## src/hw/rtl/assert_macros.svh

```systemverilog
// assertion helpers, clocked on clk_i and disabled while rst_ni is low
`ifndef ASSERT_MACROS_SVH
`define ASSERT_MACROS_SVH

// hold prop at every rising edge of clk_i
`define CUDE_ASSERT(lbl, prop, msg) \
  lbl: assert property (@(posedge clk_i) disable iff (!rst_ni) (prop)) \
    else $error(msg);

// cons must hold in the cycle after ante
`define CUDE_ASSERT_NEXT(lbl, ante, cons, msg) \
  lbl: assert property (@(posedge clk_i) disable iff (!rst_ni) (ante) |=> (cons)) \
    else $error(msg);

`endif

```

## src/hw/rtl/cude_pkg.sv

```systemverilog
package cude_pkg;

  typedef enum logic [2:0] {
    MODE_NONE,
    MODE_GA94,
    MODE_DVD,
    MODE_REPLAY,
    MODE_OTHER
  } mode_e;

  typedef enum logic [2:0] {
    ST_OK          = 3'd0,
    ST_GA_BAD_HDR  = 3'd1,
    ST_GA_TRUNC    = 3'd2,
    ST_DVD_HDR     = 3'd3,
    ST_DVD_PAIRS   = 3'd4,
    ST_DVD_PARTIAL = 3'd5,
    ST_REPLAY      = 3'd6
  } status_e;

  localparam logic [7:0] MaskLen   = 8'h1f;
  localparam logic [7:0] MaskEn    = 8'h40;
  localparam logic [7:0] MaskPairs = 8'h1e;
  localparam logic [7:0] MaskField = 8'h80;
  localparam logic [7:0] ByteFc    = 8'hfc;
  localparam logic [7:0] ByteFd    = 8'hfd;
  localparam logic [7:0] ByteFe    = 8'hfe;
  localparam logic [7:0] ByteFf    = 8'hff;
  localparam logic [7:0] ByteF8    = 8'hf8;
  localparam logic [7:0] ByteBb    = 8'hbb;
  localparam logic [7:0] Byte99    = 8'h99;

  localparam int unsigned MaxData  = 6;
  localparam int unsigned QDepth   = 4;
  localparam int unsigned QPtrBits = $clog2(QDepth);

  typedef struct packed {
    logic [MaxData-1:0][7:0] data;
    logic [2:0]              cnt;
    logic                    stat;
    status_e                 code;
  } entry_t;

endpackage

```

## src/hw/rtl/caption_user_data_extractor_top.sv

```systemverilog
// An accepted byte's result entry is written to the queue; its head drives the outputs.
// Throughput: one byte per cycle in while not full, one word per cycle out on pop.
// A DVD pair or ReplayTV run yields six words from one byte; a four-entry queue
// between parser and output sequencer absorbs the burst, and full rises when it fills.
// Reset: asynchronous, active low; clears parser state and empties the queue.
module caption_user_data_extractor_top
  import cude_pkg::*;
#(
  parameter int unsigned COUNT_BITS = 16
) (
  input  logic       clk_i,
  input  logic       rst_ni,
  input  logic       push,
  output logic       full,
  input  logic [7:0] in_byte_i,
  input  logic       end_of_packet_i,
  output logic       empty,
  input  logic       pop,
  output logic [7:0] out_byte_o,
  output logic       is_status_o,
  output logic [2:0] status_code_o
);

  logic   wr_en, head_valid, deq;
  entry_t wr_entry, head;

  cude_front #(
    .COUNT_BITS(COUNT_BITS)
  ) u_front (
    .clk_i          (clk_i),
    .rst_ni         (rst_ni),
    .push_i         (push),
    .full_i         (full),
    .in_byte_i      (in_byte_i),
    .end_of_packet_i(end_of_packet_i),
    .wr_en_o        (wr_en),
    .wr_entry_o     (wr_entry)
  );

  cude_fifo u_fifo (
    .clk_i     (clk_i),
    .rst_ni    (rst_ni),
    .wr_en_i   (wr_en),
    .wr_entry_i(wr_entry),
    .rd_en_i   (deq),
    .full_o    (full),
    .valid_o   (head_valid),
    .head_o    (head)
  );

  cude_back u_back (
    .clk_i        (clk_i),
    .rst_ni       (rst_ni),
    .head_valid_i (head_valid),
    .head_i       (head),
    .pop_i        (pop),
    .deq_o        (deq),
    .empty_o      (empty),
    .out_byte_o   (out_byte_o),
    .is_status_o  (is_status_o),
    .status_code_o(status_code_o)
  );

endmodule

```

## src/hw/rtl/cude_front.sv

```systemverilog
`include "assert_macros.svh"

module cude_front
  import cude_pkg::*;
#(
  parameter int unsigned COUNT_BITS = 16
) (
  input  logic       clk_i,
  input  logic       rst_ni,
  input  logic       push_i,
  input  logic       full_i,
  input  logic [7:0] in_byte_i,
  input  logic       end_of_packet_i,
  output logic       wr_en_o,
  output entry_t     wr_entry_o
);

  function automatic mode_e classify(input logic [7:0] h0, input logic [7:0] h1,
                                     input logic [7:0] h2, input logic [7:0] b3);
    mode_e m;
    if (h0 == "G" && h1 == "A" && h2 == "9" && b3 == "4") begin
      m = MODE_GA94;
    end else if (h0 == "C" && h1 == "C" && h2 == 8'h01 && b3 == ByteF8) begin
      m = MODE_DVD;
    end else if ((h0 == ByteBb && h1 == 8'h02) || (h2 == Byte99 && b3 == 8'h02)) begin
      m = MODE_REPLAY;
    end else begin
      m = MODE_OTHER;
    end
    return m;
  endfunction

  logic                  accept;
  logic [COUNT_BITS-1:0] cnt_q, cnt_d, cnt_inc, ga_off;
  mode_e                 mode_q, mode_d;
  logic [3:0][7:0]       hdr_q, hdr_d;
  logic [6:0]            ga_len_q, ga_len_d;
  logic                  ga_en_q, ga_en_d, ga_bad_q, ga_bad_d;
  logic [3:0]            dvd_total_q, dvd_total_d;
  logic [6:0]            dvd_need;
  logic                  dvd_first_q, dvd_first_d;
  logic [7:0]            pair_q [5];
  logic                  pair_we;
  logic [2:0]            pair_pos_q, pair_pos_d;
  logic                  dvd_scan_q, dvd_scan_d;
  logic [7:0]            replay6_q, replay6_d;
  entry_t                ent;

  assign accept  = push_i && !full_i;
  assign cnt_inc = (&cnt_q) ? cnt_q : cnt_q + 1'b1;
  assign ga_off  = cnt_q - COUNT_BITS'(7);

  always_comb begin
    cnt_d       = cnt_q;
    mode_d      = mode_q;
    hdr_d       = hdr_q;
    ga_len_d    = ga_len_q;
    ga_en_d     = ga_en_q;
    ga_bad_d    = ga_bad_q;
    dvd_total_d = dvd_total_q;
    dvd_first_d = dvd_first_q;
    pair_we     = 1'b0;
    pair_pos_d  = pair_pos_q;
    dvd_scan_d  = dvd_scan_q;
    replay6_d   = replay6_q;
    ent         = '0;
    ent.code    = ST_OK;
    dvd_need    = '0;
    wr_en_o     = 1'b0;
    if (accept) begin
      if (cnt_q < COUNT_BITS'(4)) begin
        hdr_d[cnt_q[1:0]] = in_byte_i;
      end
      if (cnt_q == COUNT_BITS'(3)) begin
        mode_d = classify(hdr_q[0], hdr_q[1], hdr_q[2], in_byte_i);
      end else if (cnt_q > COUNT_BITS'(3)) begin
        case (mode_q)
          MODE_GA94: begin
            if (cnt_q == COUNT_BITS'(4)) begin
              ga_bad_d = (in_byte_i != 8'h03);
            end else if (cnt_q == COUNT_BITS'(5)) begin
              ga_len_d = {2'b00, in_byte_i[4:0] & MaskLen[4:0]}
                       + {1'b0, in_byte_i[4:0] & MaskLen[4:0], 1'b0};
              ga_en_d  = |(in_byte_i & MaskEn);
            end else if (cnt_q >= COUNT_BITS'(7)) begin
              if (!ga_bad_q && ga_en_q && ga_off < COUNT_BITS'(ga_len_q)) begin
                ent.data[0] = in_byte_i;
                ent.cnt     = 3'd1;
              end
            end
          end
          MODE_DVD: begin
            if (cnt_q == COUNT_BITS'(4)) begin
              dvd_total_d = 4'((in_byte_i & MaskPairs) >> 1);
              dvd_first_d = ~|(in_byte_i & MaskField);
            end else if (dvd_scan_q) begin
              if (pair_pos_q == 3'd0 && in_byte_i != ByteFe && in_byte_i != ByteFf) begin
                dvd_scan_d = 1'b0;
              end else if (pair_pos_q < 3'd5) begin
                pair_we    = 1'b1;
                pair_pos_d = pair_pos_q + 3'd1;
              end else begin
                ent.data[0] = (pair_q[0] == ByteFf && !dvd_first_q) ? ByteFc : ByteFd;
                ent.data[1] = pair_q[1];
                ent.data[2] = pair_q[2];
                ent.data[3] = (pair_q[3] == ByteFf && dvd_first_q) ? ByteFc : ByteFd;
                ent.data[4] = pair_q[4];
                ent.data[5] = in_byte_i;
                ent.cnt     = 3'd6;
                pair_pos_d  = 3'd0;
              end
            end
          end
          MODE_REPLAY: begin
            if (cnt_q == COUNT_BITS'(6)) begin
              replay6_d = in_byte_i;
            end else if (cnt_q == COUNT_BITS'(7)) begin
              ent.data[0] = ByteFc;
              ent.data[1] = replay6_q;
              ent.data[2] = in_byte_i;
              ent.data[3] = ByteFd;
              ent.data[4] = hdr_q[2];
              ent.data[5] = hdr_q[3];
              ent.cnt     = 3'd6;
            end
          end
          default: ;
        endcase
      end
      cnt_d = cnt_inc;

      if (end_of_packet_i) begin
        ent.stat = 1'b1;
        dvd_need = {1'b0, dvd_total_d, 2'b00} + {2'b00, dvd_total_d, 1'b0};
        case (mode_d)
          MODE_GA94: begin
            if (cnt_inc < COUNT_BITS'(7) || ga_bad_d) begin
              ent.code = ST_GA_BAD_HDR;
            end else if (cnt_inc < COUNT_BITS'(7) + COUNT_BITS'(ga_len_d)) begin
              ent.code = ST_GA_TRUNC;
            end
          end
          MODE_DVD: begin
            if (cnt_inc < COUNT_BITS'(5)) begin
              ent.code = ST_DVD_HDR;
            end else if (cnt_inc < COUNT_BITS'(5) + COUNT_BITS'(dvd_need)) begin
              ent.code = ST_DVD_PAIRS;
            end else if (dvd_scan_d && pair_pos_d >= 3'd2) begin
              ent.code = ST_DVD_PARTIAL;
            end
          end
          MODE_REPLAY: begin
            if (cnt_inc < COUNT_BITS'(8)) begin
              ent.code = ST_REPLAY;
            end
          end
          default: ;
        endcase
        cnt_d       = '0;
        mode_d      = MODE_NONE;
        hdr_d       = '0;
        ga_len_d    = '0;
        ga_en_d     = 1'b0;
        ga_bad_d    = 1'b0;
        dvd_total_d = '0;
        dvd_first_d = 1'b0;
        pair_pos_d  = '0;
        dvd_scan_d  = 1'b1;
        replay6_d   = '0;
      end
      wr_en_o = (ent.cnt != 3'd0) || ent.stat;
    end
  end

  assign wr_entry_o = ent;

  always_ff @(posedge clk_i or negedge rst_ni) begin
    if (!rst_ni) begin
      cnt_q       <= '0;
      mode_q      <= MODE_NONE;
      hdr_q       <= '0;
      ga_len_q    <= '0;
      ga_en_q     <= 1'b0;
      ga_bad_q    <= 1'b0;
      dvd_total_q <= '0;
      dvd_first_q <= 1'b0;
      pair_pos_q  <= '0;
      dvd_scan_q  <= 1'b1;
      replay6_q   <= '0;
    end else begin
      cnt_q       <= cnt_d;
      mode_q      <= mode_d;
      hdr_q       <= hdr_d;
      ga_len_q    <= ga_len_d;
      ga_en_q     <= ga_en_d;
      ga_bad_q    <= ga_bad_d;
      dvd_total_q <= dvd_total_d;
      dvd_first_q <= dvd_first_d;
      pair_pos_q  <= pair_pos_d;
      dvd_scan_q  <= dvd_scan_d;
      replay6_q   <= replay6_d;
    end
  end

  always_ff @(posedge clk_i) begin
    if (pair_we) begin
      pair_q[pair_pos_q] <= in_byte_i;
    end
  end

  `CUDE_ASSERT_NEXT(a_eop_clr, accept && end_of_packet_i, cnt_q == '0, "count not cleared")

endmodule

```

## src/hw/rtl/cude_fifo.sv

```systemverilog
`include "assert_macros.svh"

module cude_fifo
  import cude_pkg::*;
(
  input  logic   clk_i,
  input  logic   rst_ni,
  input  logic   wr_en_i,
  input  entry_t wr_entry_i,
  input  logic   rd_en_i,
  output logic   full_o,
  output logic   valid_o,
  output entry_t head_o
);

  entry_t                mem_q [QDepth];
  logic [QPtrBits-1:0]   wptr_q, wptr_d, rptr_q, rptr_d;
  logic [QPtrBits:0]     count_q, count_d;
  logic                  do_wr, do_rd;

  assign full_o  = (count_q == (QPtrBits + 1)'(QDepth));
  assign valid_o = (count_q != '0);
  assign head_o  = mem_q[rptr_q];
  assign do_wr   = wr_en_i && !full_o;
  assign do_rd   = rd_en_i && valid_o;

  always_comb begin
    wptr_d  = do_wr ? wptr_q + 1'b1 : wptr_q;
    rptr_d  = do_rd ? rptr_q + 1'b1 : rptr_q;
    count_d = count_q;
    if (do_wr && !do_rd) begin
      count_d = count_q + 1'b1;
    end else if (do_rd && !do_wr) begin
      count_d = count_q - 1'b1;
    end
  end

  always_ff @(posedge clk_i or negedge rst_ni) begin
    if (!rst_ni) begin
      wptr_q  <= '0;
      rptr_q  <= '0;
      count_q <= '0;
    end else begin
      wptr_q  <= wptr_d;
      rptr_q  <= rptr_d;
      count_q <= count_d;
    end
  end

  always_ff @(posedge clk_i) begin
    if (do_wr) begin
      mem_q[wptr_q] <= wr_entry_i;
    end
  end

  `CUDE_ASSERT(a_count_bound, count_q <= (QPtrBits + 1)'(QDepth), "queue count over depth")

endmodule

```

## src/hw/rtl/cude_back.sv

```systemverilog
`include "assert_macros.svh"

module cude_back
  import cude_pkg::*;
(
  input  logic       clk_i,
  input  logic       rst_ni,
  input  logic       head_valid_i,
  input  entry_t     head_i,
  input  logic       pop_i,
  output logic       deq_o,
  output logic       empty_o,
  output logic [7:0] out_byte_o,
  output logic       is_status_o,
  output logic [2:0] status_code_o
);

  logic [2:0] sub_q, sub_d;
  logic       is_data, last, take;

  assign empty_o       = !head_valid_i;
  assign is_data       = (sub_q < head_i.cnt);
  assign out_byte_o    = is_data ? head_i.data[sub_q] : 8'h00;
  assign is_status_o   = !is_data;
  assign status_code_o = is_data ? ST_OK : head_i.code;
  assign last          = head_i.stat ? (sub_q == head_i.cnt) : (sub_q == head_i.cnt - 3'd1);
  assign take          = pop_i && head_valid_i;
  assign deq_o         = take && last;

  always_comb begin
    sub_d = sub_q;
    if (take) begin
      sub_d = last ? 3'd0 : sub_q + 3'd1;
    end
  end

  always_ff @(posedge clk_i or negedge rst_ni) begin
    if (!rst_ni) begin
      sub_q <= '0;
    end else begin
      sub_q <= sub_d;
    end
  end

  `CUDE_ASSERT(a_sub_in_entry, head_valid_i |-> sub_q <= head_i.cnt, "word index past entry")

endmodule

```

## config.mk

```make
export PLATFORM = sky130hd
export DESIGN_NAME = caption_user_data_extractor_top
export DESIGN_NICKNAME = d
export VERILOG_FILES = /design/src/hw/rtl/cude_pkg.sv /design/src/hw/rtl/caption_user_data_extractor_top.sv /design/src/hw/rtl/cude_front.sv /design/src/hw/rtl/cude_fifo.sv /design/src/hw/rtl/cude_back.sv
export VERILOG_INCLUDE_DIRS = /design/src /design/src/hw/rtl
export SDC_FILE = /design/constraint.sdc
export NUM_CORES = 1
export LEC_CHECK = 0
export BUFFER_PORTS_ARGS = -buffer_cell sky130_fd_sc_hd__buf_4
export CAP_MARGIN = 20
export CORE_MARGIN = 5
export CORE_UTILIZATION = 68
export DETAILED_ROUTE_END_ITERATION = 7
export GPL_TIMING_DRIVEN = 0
export HOLD_SLACK_MARGIN = 0.05
export PLACE_DENSITY_LB_ADDON = 0.08
export SYNTH_ARGS = -nofsm -noshare
export SYNTH_HDL_FRONTEND = slang
export SYNTH_SLANG_ARGS = --single-unit
```

## constraint.sdc

```tcl
create_clock -name clk_i -period 10.8 [get_ports clk_i]
set_input_delay 1.62 -clock clk_i [delete_from_list [all_inputs] [get_ports clk_i]]
set_output_delay 1.62 -clock clk_i [all_outputs]
set_load 0.01 [all_outputs]
```

# Word-level counts from Yosys, hierarchy flattened
# Memory sizes are Yosys's and may differ from the RTL's.
# Cells that the tools add are included.
[op_classes] add_sub_neg=13 n_mul=0 div_mod_pow=0 magnitude_cmp=15 eq_ne=33 shift=0 muxes=113 bitwise=0 n_reduce_logical=51
[ops] op="$mux 51" n=9
[ops] op="$pmux 40 s2" n=1
[ops] op="$mux 3" n=24
[ops] op="$eq 16x3->1 const B" n=4
[ops] op="$mux 32" n=2
[ops] op="$mux 8" n=8
[ops] op="$mux 55" n=1
[ops] op="$mux 7" n=7
[ops] op="$lt 16x3->1 const B" n=3
[ops] op="$mux 11" n=4
[ops] op="$mux 1" n=41
[ops] op="$eq 8x8->1 const B" n=5
[ops] op="$pmux 11 s3" n=1
[ops] op="$bwmux 32" n=1
[ops] op="$eq 8x7->1 const B" n=4
[ops] op="$lt 16x16->1" n=2
[ops] op="$mux 16" n=2
[ops] op="$mux 4" n=8
[ops] op="$bmux 8 s3" n=1
[ops] op="$logic_and 1x1->1" n=23
[ops] op="$reduce_bool 2->1" n=9
[ops] op="$add 16x1->16 const B" n=1
[ops] op="$add 3x7->8 const A" n=2
[ops] op="$demux 8 s2" n=1
[ops] op="37 further kinds" n=61
[totals] regBits=87 latchBits=0 mem_bits_rw=260 rom_bits=0 out_inout_bits=14 mem_count=2
[memory_table] name="u_fifo.mem_q" depth=4 word_bits=55 rd=1 rd_ports_with_merged_regs=0 wr=1 line_no="cude_fifo.sv:16" rtl="entry_t mem_q [QDepth];"
[memory_table] name="u_front.pair_q" depth=5 word_bits=8 rd=5 rd_ports_with_merged_regs=0 wr=1 line_no="cude_front.sv:42" rtl="logic [7:0] pair_q [5];"

# Longest topological paths before layout
# Gate-level depths: netlist of run 1.
[logic_depth] ltp_word=25 depth_mapped=20

# By module
# A second synthesis of run 1 with hierarchy kept.
[hier_totals] hier_cells=1229 hier_area_um2=16548.4
[modules_own_cells] module="cude_fifo" instances=1 cells_per_inst=322 area_per_inst_um2=8345.5 seq_area_each_um2=6781.5
[modules_own_cells] module="cude_front" instances=1 cells_per_inst=830 area_per_inst_um2=7458.4 seq_area_each_um2=3129.3
[modules_own_cells] module="cude_back" instances=1 cells_per_inst=77 area_per_inst_um2=744.5 seq_area_each_um2=75.1

# Worst setup path before layout of run 1
# No wires, ideal clock.
[synth_timing] path_kind="input-to-reg" startpoint="input in_byte_i[2]" endpoint="memory u_fifo.mem_q[0][2] (netlist name) (data pin)" setup_ns=0.185 t_arrival_ns=4.853 t_required_ns=10.615 slack_ns=5.762 cell_stages=17 path_buffers=1 cell_sequence="clkbuf_1 inv_1 nor2_1 a21oi_1 inv_1 ha_1 ha_1 inv_1 fa_1 xor2_1 ha_1 a211o_1 o211ai_1 nor3_1 or4b_1 nor2b_4 a211oi_2"
[synth_rtl] element="from (decl)" line_no="caption_user_data_extractor_top.sv:15" rtl="input logic [7:0] in_byte_i,"
[synth_rtl] element="to (decl)" line_no="cude_fifo.sv:16"

==> metrics, run 1 <==
worst-path cell chain=buf_2, nor4_1, and4_1, clkbuf_1, nand4_1, a21oi_1, inv_1, ha_1, ha_1, inv_1, fa_1, xor2_1, ha_1, a211o_1, o211ai_1, nor3_1, or4b_1, nor2b_4, a211oi_2; instance count on the critical path=19; Hold WS=just under 0.5 ns; Sink Count=between 300 and 400; Worst-Margin Slew=0.9351 ns; Die ar.=around 0.026 mm2; via/cell ratio=slightly below 7; vias in the first global route=around 11000; H-Tree Depth=2; GRT overflow=0; Gates resized, CTS repair=0; port bufs=26; final hold vios=0; Crit path required time=11.09 ns; R2R depth=19; Mapped Cells=1198; footprint of the multi-input gates=0.005876 mm2; HPWL after detailed placement=~26000 um; crit path capture type=flip-flop; fin crit period=5.975 ns; Layout area overhead=11.65%; die width=161.0 um; RSZ-0062 raised after global routing=no; drt first pass iters=5; crit-path max FO=10; peak supply drop=0.1605 mV; Max Clock Freq=167.4 MHz; largest net degree at the start of global routing=65; gpl congestion=0.9026; Nets=1337; Yosys cell types=79; P_leak=between 6 and 7 nW; WS Path Type=reg2reg; clock latency on the worst-skew pair=0.52 ns; total global routing track utilization=0.3110; post-cts hold buffer count=0; status=finished, final reports clean; CTS Root Buffer Type=clkbuf_16; average size of a mapped cell=12.94 um2; Tcrit/Tclk final=0.5533; postcts setup bufs=0; share of cells above drive strength 1=0.1430; Post-synth top flop=edfxtp_1; Max clock buf depth=3; Syn. warnings=0; WL final=39620 um; Async SR Flop Fraction=0.2727; Critical path origin=u_front.cnt_q[12]$_DFFE_PN0P_; fin. max-slew vios=0; first-pass GRT wire length=roughly 62000 um; HP Class=reg2reg; Final Setup Violations=0; Core ar.=roughly 0.023 mm2; power density cells=234.7 mW/mm2; Synth Register Bits=roughly 320; Seq/Total Area, Yosys=0.5899; Core Rows=55; cell area after synthesis=0.01550 mm2; clock skew=0.01146 ns; CP Launch Type=flip-flop; Die Y=161.0 um; setup TNS=0 ns; FILL cells=1394; Crit path buffers/inverters=4; Initial Util=0.6869; Max-slew headroom=0.3743; Antenna Cells=0; WP data arrival=6.27 ns; I/O pins=27; Slowest-stage cell, CP=nor4_1; Post-synth EDFFs=about 230; reg-to-reg setup timing slack=4.82 ns; Hold Path Cell Cnt=2; Top cell by count, worst path=ha_1; hold wc startpoint=u_front.dvd_total_q[0]$_DFFE_PN0P_; initial antenna violation count=0; total vias in the final route=between 10000 and 15000; cell family with most CP delay=simple AND/OR/NAND/NOR gates; Iteration-0 DRC Markers=around 1400; CTS tree=done; reg-to-reg critical path startpoint=u_front.cnt_q[12]$_DFFE_PN0P_; # DRC=0; Avg WL per Cell=roughly 25 um; FF+latch area=0.009145 mm2; CP peak stage delay=0.62 ns; Max Cap Viol=0; DRT antenna net count=0; Net Count, Synth=1267; cts bufs inserted=35; Clk pin slew, worst setup/hold paths=0.06 ns
==> worst register-to-register path: cells and delay by family (launching register included) <==
kind                       cells  cell delay, ns
and+or+nand+nor                6            2.16
AOI/OAI and AO/OA              4            1.33
adders and majority gates      4            1.12
buffers and inverters          4            0.59
DFF                            1            0.35
xor gates and xnor gates       1            0.20
==> kinds of logic after synthesis <==
logic type,share of synthesized area
compound gates,0.1085
xor+xnor,0.01582
fa+ha+maj,0.04665
buf+inv,0.03147
flops,0.5899
mux,0.09636
simple gates,0.1114
==> path summary, 6_finish.rpt <==
| kind | to |
|---|---|
| setup / recovery | u_fifo.mem_q[2][2]$_DFFE_PP_ |
| max in group asynchronous | u_front.dvd_scan_q$_DFFE_PN1P_ |
| hold reg to reg | u_front.dvd_total_q[0]$_DFFE_PN0P_ |
| hold / removal | u_front.dvd_total_q[0]$_DFFE_PN0P_ |
| min in group asynchronous | u_front.cnt_q[3]$_DFFE_PN0P_ |
| setup reg to reg | u_fifo.mem_q[2][2]$_DFFE_PP_ |
==> synth_stat cells (4+ instances only) <==
| library cell | instances | area (um2) |
|---|---|---|
| a21o_1 | 13 | 97.59 |
| a21oi_1 | 47 | 235.2 |
| a22o_1 | 6 | 52.55 |
| a22oi_1 | 57 | 427.9 |
| a31oi_1 | 8 | 50.05 |
| and2_1 | 11 | 68.82 |
| and3_1 | 7 | 43.79 |
| buf_1 | 9 | 33.78 |
| buf_2 | 15 | 75.07 |
| clkbuf_1 | 44 | 165.2 |
| dfrtp_1 | 86 | 2152 |
| edfxtp_1 | 232 | 6967 |
| ha_1 | 53 | 663.1 |
| inv_1 | 47 | 176.4 |
| mux2i_1 | 21 | 210.2 |
| mux4_2 | 55 | 1239 |
| nand2_1 | 90 | 337.8 |
| nand2b_1 | 11 | 68.82 |
| nand3_1 | 25 | 125.1 |
| nand4_1 | 19 | 118.9 |
| nand4b_1 | 5 | 43.79 |
| nor2_1 | 101 | 379.1 |
| nor2b_1 | 9 | 56.30 |
| nor3_1 | 13 | 65.06 |
| nor3b_1 | 4 | 30.03 |
| nor4_1 | 8 | 50.05 |
| o2111ai_1 | 4 | 35.03 |
| o211ai_1 | 5 | 37.54 |
| o21a_1 | 5 | 37.54 |
| o21ai_0 | 70 | 350.3 |
| o22ai_1 | 12 | 75.07 |
| or3_1 | 4 | 25.02 |
| or4_1 | 5 | 37.54 |
| xnor2_1 | 14 | 122.6 |
| xor2_1 | 14 | 122.6 |
==> report_power, final <==
group	switching, W	internal, W	leakage, nW	total [W]
clock network	0.000497	0.000682	0.549	0.00118
registers	0.000113	0.00147	3.32	0.00159
logic	0.000737	0.000559	2.49	0.00130
total	0.00135	0.00271	6.36	0.00406
==> per-stage QoR <==
step                total power [W]  cell area, um2  std cells  setup WS [ns]  utilization
floorplan                  0.002460           15500       1198          5.762            -
global placement           0.002828           16060       1509          4.819       0.7113
detailed placement         0.002870           16170       1515          4.786       0.7165
CTS                        0.004067           17310       1578          4.803       0.7667
global route               0.004262           17310       1579          4.457       0.7669
finish                     0.004062           17310       1579          4.825       0.7669
==> per-layer routing <==
| metal | up-vias | GRT usage | routed length (um) |
|---|---|---|---|
| met1 | 5348 | 0.4263 | 15250 |
| met4 | 0 | 0.1229 | 1530 |
| met3 | 113 | 0.05154 | 3489 |
| li1 | 4704 | - | - |
| met2 | 605 | 0.5083 | 19350 |
| met5 | - | 0 | 0 |
==> flip-flops by register name (all words and copies together) (netlist names), 4 cells and up <==
name / count
u_fifo.mem_q: 192
u_front.hdr_q: 32
u_front.ga_len_q: 7
u_front.dvd_total_q: 4
u_front.cnt_q: 16
u_front.pair_q: 40
u_front.replay6_q: 8
==> layout make-up <==
cell class,instances,area share
flip-flops and latches,319,0.5283
multi-input cells,760,0.3394
clock buffers,45,0.05508
well taps,285,0.02060
repair buffers,33,0.01807
plain buffers,71,0.01778
inverters,48,0.01041
clock inverters,18,0.01034
==> cell usage in the layout, fill, tap and decap left out, drive strengths merged, types with 13 or more instances in the layout <==
master | synthesis | layout
dfrtp | 86 | 86
a22oi | 57 | 57
xnor2 | 14 | 14
nand3 | 26 | 26
a21o | 13 | 13
clkbuf | 44 | 89
o21ai | 71 | 71
nor3 | 15 | 15
a21oi | 47 | 47
nor2 | 101 | 101
buf | 27 | 60
xor2 | 14 | 14
mux4 | 55 | 55
mux2i | 21 | 21
nand4 | 19 | 19
ha | 53 | 53
edfxtp | 232 | 232
nand2 | 90 | 90
inv | 48 | 53
Note: power is estimated with default switching activity, not from simulation.
==> run 2, diff against run 1 <==
- CORE_UTILIZATION: 68 -> 63
- clock period: 10.8 -> 6.2 ns (I/O delays scaled with it)
==> metrics, run 2 (same netlist as run 1, synthesis figures left out) <==
status=finished, final reports clean; R2R depth=19 (unchanged); initial antenna violation count=0 (unchanged); WP data arrival=6.02 ns (-0.25 ns); met3 WL=2774 um (-20%); Antenna Cells=0 (unchanged); share of cells above drive strength 1=0.1416 (-0.001327); DRT antenna net count=0 (unchanged); commonest non-fill, non-tap cell in the layout=edfxtp_1; clock skew=0.01280 ns (+0.001341 ns); fin crit period=5.770 ns (-0.2048 ns); met1 wire length=15410 um (+1.0%); Crit path required time=6.45 ns (-4.64 ns); cts bufs inserted=34 (-2.9%); CP peak stage delay=0.56 ns (-0.06 ns); reg-to-reg setup timing slack=0.43 ns (-4.40 ns); Layout area overhead=11.78%; Max Cap Viol=0 (unchanged); Top Metal Used=met4; HPWL after detailed placement=26840 um (+1.6%); Slowest-stage cell, CP=or4b_1; Max clock buf depth=3 (unchanged); Core ar.=0.02425 mm2 (+7.4%); WL final=38560 um (-2.7%); I/O pins=27 (unchanged); setup TNS=0 ns (unchanged); Largest regs=u_fifo.mem_q x192, u_front.pair_q x40, u_front.hdr_q x32; Clk pin slew, worst setup/hold paths=0.06 ns (about the same); vias in the first global route=10290 (-3.3%); RSZ-0062 raised after global routing=no; instance count on the critical path=19 (unchanged); HP Class=in2async; Nets=1336 (-0.075%); Max-slew headroom=0.2327 (-0.1416); fin. max-slew vios=0 (unchanged); Crit path buffers/inverters=4 (unchanged); post-placement cell count=1554 (+2.6%); Initial Util=0.6394 (-0.04749); met2 wire length=19150 um (-1.0%); final hold vios=0 (unchanged); WS Path Type=reg2reg; power density cells=401.4 mW/mm2 (+71%); CTS tree=done; Biggest register=u_fifo.mem_q; Max Clock Freq=173.3 MHz (+3.5%); Sink Count=319 (unchanged); CP Launch Type=flip-flop; drt first pass iters=5 (unchanged); total vias in the final route=10510 (-2.4%); H-Tree Depth=2 (unchanged); Iteration-0 DRC Markers=1076 (-21%); total global routing track utilization=0.2740 (-0.03706); Final Setup Violations=0 (unchanged); Worst-Margin Slew=1.147 ns (+0.2117 ns); Die ar.=0.02785 mm2 (+7.4%); Layout Cells excl Fill=1616 (+2.3%); peak supply drop=0.2826 mV (+76%); crit-path max FO=10 (unchanged); P_leak=6.343 nW (-0.32%); Avg WL per Cell=23.86 um (-4.9%); postcts setup bufs=0 (unchanged); Die Y=166.9 um (+3.6%); clock latency on the worst-skew pair=0.51 ns (about the same); Tcrit/Tclk final=0.9307 (+0.3775); die width=166.9 um (+3.6%); CTS Root Buffer Type=clkbuf_16; port bufs=26 (unchanged); FILL cells=1667 (+20%); Core Rows=57 (+3.6%); cell family with most CP delay=simple AND/OR/NAND/NOR gates; gpl congestion=0.9195 (+1.9%); post-cts hold buffer count=0 (unchanged); largest net degree at the start of global routing=64 (-1.5%); most frequent cells in the layout=edfxtp_1 (232), nor2_1 (101), nand2_1 (90); GRT overflow=0 (unchanged); # DRC=0 (unchanged); worst-path cell chain=buf_2, nor4_2, and4_1, clkbuf_1, nand4_1, a21oi_1, inv_1, ha_1, ha_1, inv_1, fa_1, xor2_1, ha_1, a211o_1, o211ai_1, nor3_1, or4b_1, nor2b_4, a211oi_2; via/cell ratio=6.506 (-4.6%); Largest register FFs=192 (unchanged); Top cell by count, worst path=ha_1; crit path capture type=flip-flop; first-pass GRT wire length=59290 um (-4.6%)
## run 2: what timing repair did
item                                   4_1_cts  5_1_grt
gates resized for setup                      0        1
endpoints found under the hold margin        0        0
setup endpoints to repair                    0        4
## run 2: layout make-up
cell class	count	area, um2	area share
Tap cell	324	405.4	0.02339
Clock inverter	15	140.1	0.008086
Timing Repair Buffer	33	312.8	0.01805
Multi-Input combinational cell	760	5882	0.3394
Buffer	71	307.8	0.01776
Clock buffer	46	957.2	0.05523
Inverter	48	180.2	0.01040
Sequential cell	319	9145	0.5277
## run 2: per-stage QoR
stage | worst slack (ns) | utilization | hold slack (ns) | total power (W) | instance area [um2]
2_1_floorplan | 1.447 | - | 0.4502 | 0.004286 | 15500
3_3_place_gp | 0.4086 | 0.6641 | 0.4664 | 0.004938 | 16100
3_5_place_dp | 0.3578 | 0.6690 | 0.4779 | 0.005007 | 16220
4_1_cts | 0.3344 | 0.7142 | 0.3494 | 0.006985 | 17320
5_1_grt | 0.06549 | 0.7147 | 0.3692 | 0.007314 | 17330
6_report | 0.4295 | 0.7147 | 0.3497 | 0.006956 | 17330
## run 2: layer usage
layer / global-route usage / up-vias
met2: 0.4493 / 460
met1: 0.3751 / 5252
li1: - / 4717
met3: 0.04575 / 84
met4: 0.09890 / 0
met5: 0 / -
## run 2: worst reg2reg max path: stages (launching register included)
cell and delay, ns:
dfrtp_1 0.36, buf_2 0.18, nor4_2 0.45, and4_1 0.26
clkbuf_1 0.26, nand4_1 0.45, a21oi_1 0.48, inv_1 0.09
ha_1 0.29, ha_1 0.16, inv_1 0.05, fa_1 0.37
xor2_1 0.15, ha_1 0.29, a211o_1 0.27, o211ai_1 0.17
nor3_1 0.07, or4b_1 0.56, nor2b_4 0.16, a211oi_2 0.44
## run 2: final timing paths
kind / startpoint / endpoint
setup / recovery: u_front.cnt_q[12]$_DFFE_PN0P_ / u_fifo.mem_q[1][2]$_DFFE_PP_
hold reg to reg: u_fifo.count_q[2]$_DFFE_PN0P_ / u_fifo.count_q[2]$_DFFE_PN0P_
max in group asynchronous: rst_ni / u_front.dvd_scan_q$_DFFE_PN1P_
hold / removal: rst_ni / u_front.cnt_q[4]$_DFFE_PN0P_
min in group clk_i: u_fifo.count_q[2]$_DFFE_PN0P_ / u_fifo.count_q[2]$_DFFE_PN0P_
setup reg to reg: u_front.cnt_q[12]$_DFFE_PN0P_ / u_fifo.mem_q[1][2]$_DFFE_PP_
## run 2: where the power goes
part | switching [W] | internal (W)
Sequential | 0.000192 | 0.00257
Clock | 0.000812 | 0.00117
Combinational | 0.00124 | 0.000970
Total | 0.00225 | 0.00471
==> run 3, diff against run 2 <==
- CORE_UTILIZATION: 63 -> 57
- clock period: 6.2 -> 4.9 ns (I/O delays scaled with it)
==> metrics, run 3 (same netlist as run 1, synthesis figures left out) <==
status=finished with violations; failing checks=setup timing; Biggest register=u_fifo.mem_q; Iteration-0 DRC Markers=989 (-8.1%); share of cells above drive strength 1=0.1604 (+0.01876); RSZ-0062 raised after global routing=yes; Layout area overhead=13.28%; reg-to-reg critical path startpoint=u_front.cnt_q[13]$_DFFE_PN0P_; drt first pass iters=5 (unchanged); CTS tree=done; die width=174.9 um (+4.8%); clock latency on the worst-skew pair=0.52 ns (about the same); Max clock buf depth=3 (unchanged); first-pass GRT wire length=60420 um (+1.9%); port bufs=26 (unchanged); R2R depth=16 (-3); Core Rows=60 (+5.3%); Initial Util=0.5769 (-0.06251); initial antenna violation count=0 (unchanged); CP Launch Type=flip-flop; final non-filler cell area=0.01756 mm2 (+1.3%); P_leak=6.408 nW (+1.0%); Largest register FFs=192 (unchanged); H-Tree Depth=2 (unchanged); power density cells=502.9 mW/mm2 (+25%); FILL cells=2031 (+22%); final hold vios=0 (unchanged); Core ar.=0.02688 mm2 (+11%); WS Path Type=reg2reg; gpl congestion=0.8897 (-3.2%); reg-to-reg setup timing slack=-0.01 ns (-0.44 ns); setup ws final=-0.01339 ns (-0.4429 ns); I/O pins=27 (unchanged); total global routing track utilization=0.2558 (-0.01813); FF+latch area=0.009146 mm2 (about the same); Tcrit/Tclk final=1.003 (+0.07201); post-cts hold buffer count=0 (unchanged); fin crit period=4.913 ns (-0.8571 ns); Max-slew headroom=0.3368 (+0.1041); WL final=39020 um (+1.2%); Avg WL per Cell=23.73 um (-0.55%); Worst Setup EP=u_fifo.mem_q[1][2]$_DFFE_PP_; reg2reg end=u_fifo.mem_q[1][2]$_DFFE_PP_; clock skew=0.01897 ns (+0.006168 ns); # DRC=0 (unchanged); DRT antenna net count=0 (unchanged); HP Class=in2async; commonest non-fill, non-tap cell in the layout=edfxtp_1; Critical path origin=u_front.cnt_q[13]$_DFFE_PN0P_; CTS Root Buffer Type=clkbuf_16; Sink Count=319 (unchanged); Final Setup Violations=4 (+4); Max Clock Freq=203.5 MHz (+17%); post-placement cell count=1572 (+1.2%); Antenna Cells=0 (unchanged); Layout Cells excl Fill=1644 (+1.7%); most frequent cells in the layout=edfxtp_1 (232), nor2_1 (99), nand2_1 (90); total vias in the final route=10380 (-1.3%); Clk pin slew, worst setup/hold paths=0.06 ns (about the same); Nets=1345 (+0.67%); via/cell ratio=6.313 (-3.0%); HPWL after detailed placement=27050 um (+0.79%); Worst-Margin Slew=0.9911 ns (-0.1556 ns); peak supply drop=0.3014 mV (+6.6%); WP data arrival=5.20 ns (-0.82 ns); footprint of the multi-input gates=0.006033 mm2 (+2.6%); cts bufs inserted=35 (+2.9%); Largest regs=u_fifo.mem_q x192, u_front.pair_q x40, u_front.hdr_q x32; fin. max-slew vios=0 (unchanged); Max Cap Viol=0 (unchanged); Die ar.=0.03060 mm2 (+9.9%); crit-path max FO=5 (-5); Die Y=174.9 um (+4.8%); Cell Area, Placed=0.01625 mm2 (+0.16%); crit path capture type=flip-flop; vias in the first global route=10210 (-0.80%); Crit path required time=5.19 ns (-1.26 ns); GRT overflow=0 (unchanged); largest net degree at the start of global routing=66 (+3.1%)
[run 3: changes by cell type in the layout (fill, tap and decap cells not counted), moves of 3 or more]
cell      delta
clkinv_1     +7
clkbuf_8     -4
a21oi_1      -3
buf_4       +11
ha_1         -3
ha_4         +3
inv_2        +3
inv_1        -3
[run 3: through the flow]
step	hold slack [ns]	total power, W	TNS, ns	utilization	setup slack, ns
finish	0.1269	0.008832	-0.05320	0.6535	-0.01339
global route	0.1507	0.009308	-1.161	0.6535	-0.1774
CTS	0.1271	0.008841	0	0.6469	0.01527
detailed placement	0.4775	0.006355	-8.082	0.6046	-0.9936
global placement	0.4657	0.006279	-128.43	0.6000	-0.8975
floorplan	0.4394	0.005423	0	-	0.1469
[run 3: how the worst min path moves through the flow]
stage	start	to	slack (ns)	depth (start not counted)
floorplan	rst_ni	u_back.sub_q[0]$_DFFE_PN0P_	0.44	0
global placement	u_front.dvd_total_q[0]$_DFFE_PN0P_	u_front.dvd_total_q[0]$_DFFE_PN0P_	0.47	2
detailed placement	u_front.dvd_total_q[0]$_DFFE_PN0P_	u_front.dvd_total_q[0]$_DFFE_PN0P_	0.48	2
CTS	rst_ni	u_front.cnt_q[3]$_DFFE_PN0P_	0.13	1
global route	rst_ni	u_front.cnt_q[3]$_DFFE_PN0P_	0.15	1
finish	rst_ni	u_front.cnt_q[3]$_DFFE_PN0P_	0.13	1
[run 3: report_power, final]
part,leakage [nW],total (W),internal [W],switching (W)
registers,3.32,0.00349,0.00325,0.000242
clock network,0.516,0.00246,0.00141,0.00105
logic,2.57,0.00288,0.00127,0.00161
[run 3: cell type report]
| cell class | count | area share |
|---|---|---|
| Buffer | 68 | 0.01738 |
| Sequential cell | 319 | 0.5208 |
| Clock inverter | 20 | 0.008050 |
| Inverter | 48 | 0.01026 |
| Timing Repair Buffer | 44 | 0.02273 |
| Tap cell | 341 | 0.02429 |
| Clock buffer | 44 | 0.05300 |
| Multi-Input combinational cell | 760 | 0.3435 |
[run 3: what timing repair did]
action	in CTS	in global routing
resized for setup	9	30
cloned	0	1
endpoints found under the setup margin	14	12
pin swaps	3	14
setup buffers	3	7
[run 3: per-layer routing]
layer / vias up / global-route usage / routed length (um)
li1: 4735 / - / -
met1: 5198 / 0.3608 / 16520
met2: 382 / 0.4191 / 19020
met3: 63 / 0.03808 / 2394
met4: 0 / 0.07594 / 1078
met5: - / 0 / 0
[run 3: worst max-delay path: stages, from the launching register on]
cell	delay (ns)
dfrtp_1	0.45
nor4_4	0.41
and4_4	0.30
nand4_1	0.17
buf_6	0.23
mux2_4	0.33
ha_4	0.28
inv_2	0.04
fa_2	0.39
xor2_2	0.16
ha_1	0.31
a211o_1	0.32
o211ai_1	0.22
nor3_2	0.08
or4b_4	0.50
nor2b_4	0.15
a211oi_4	0.35
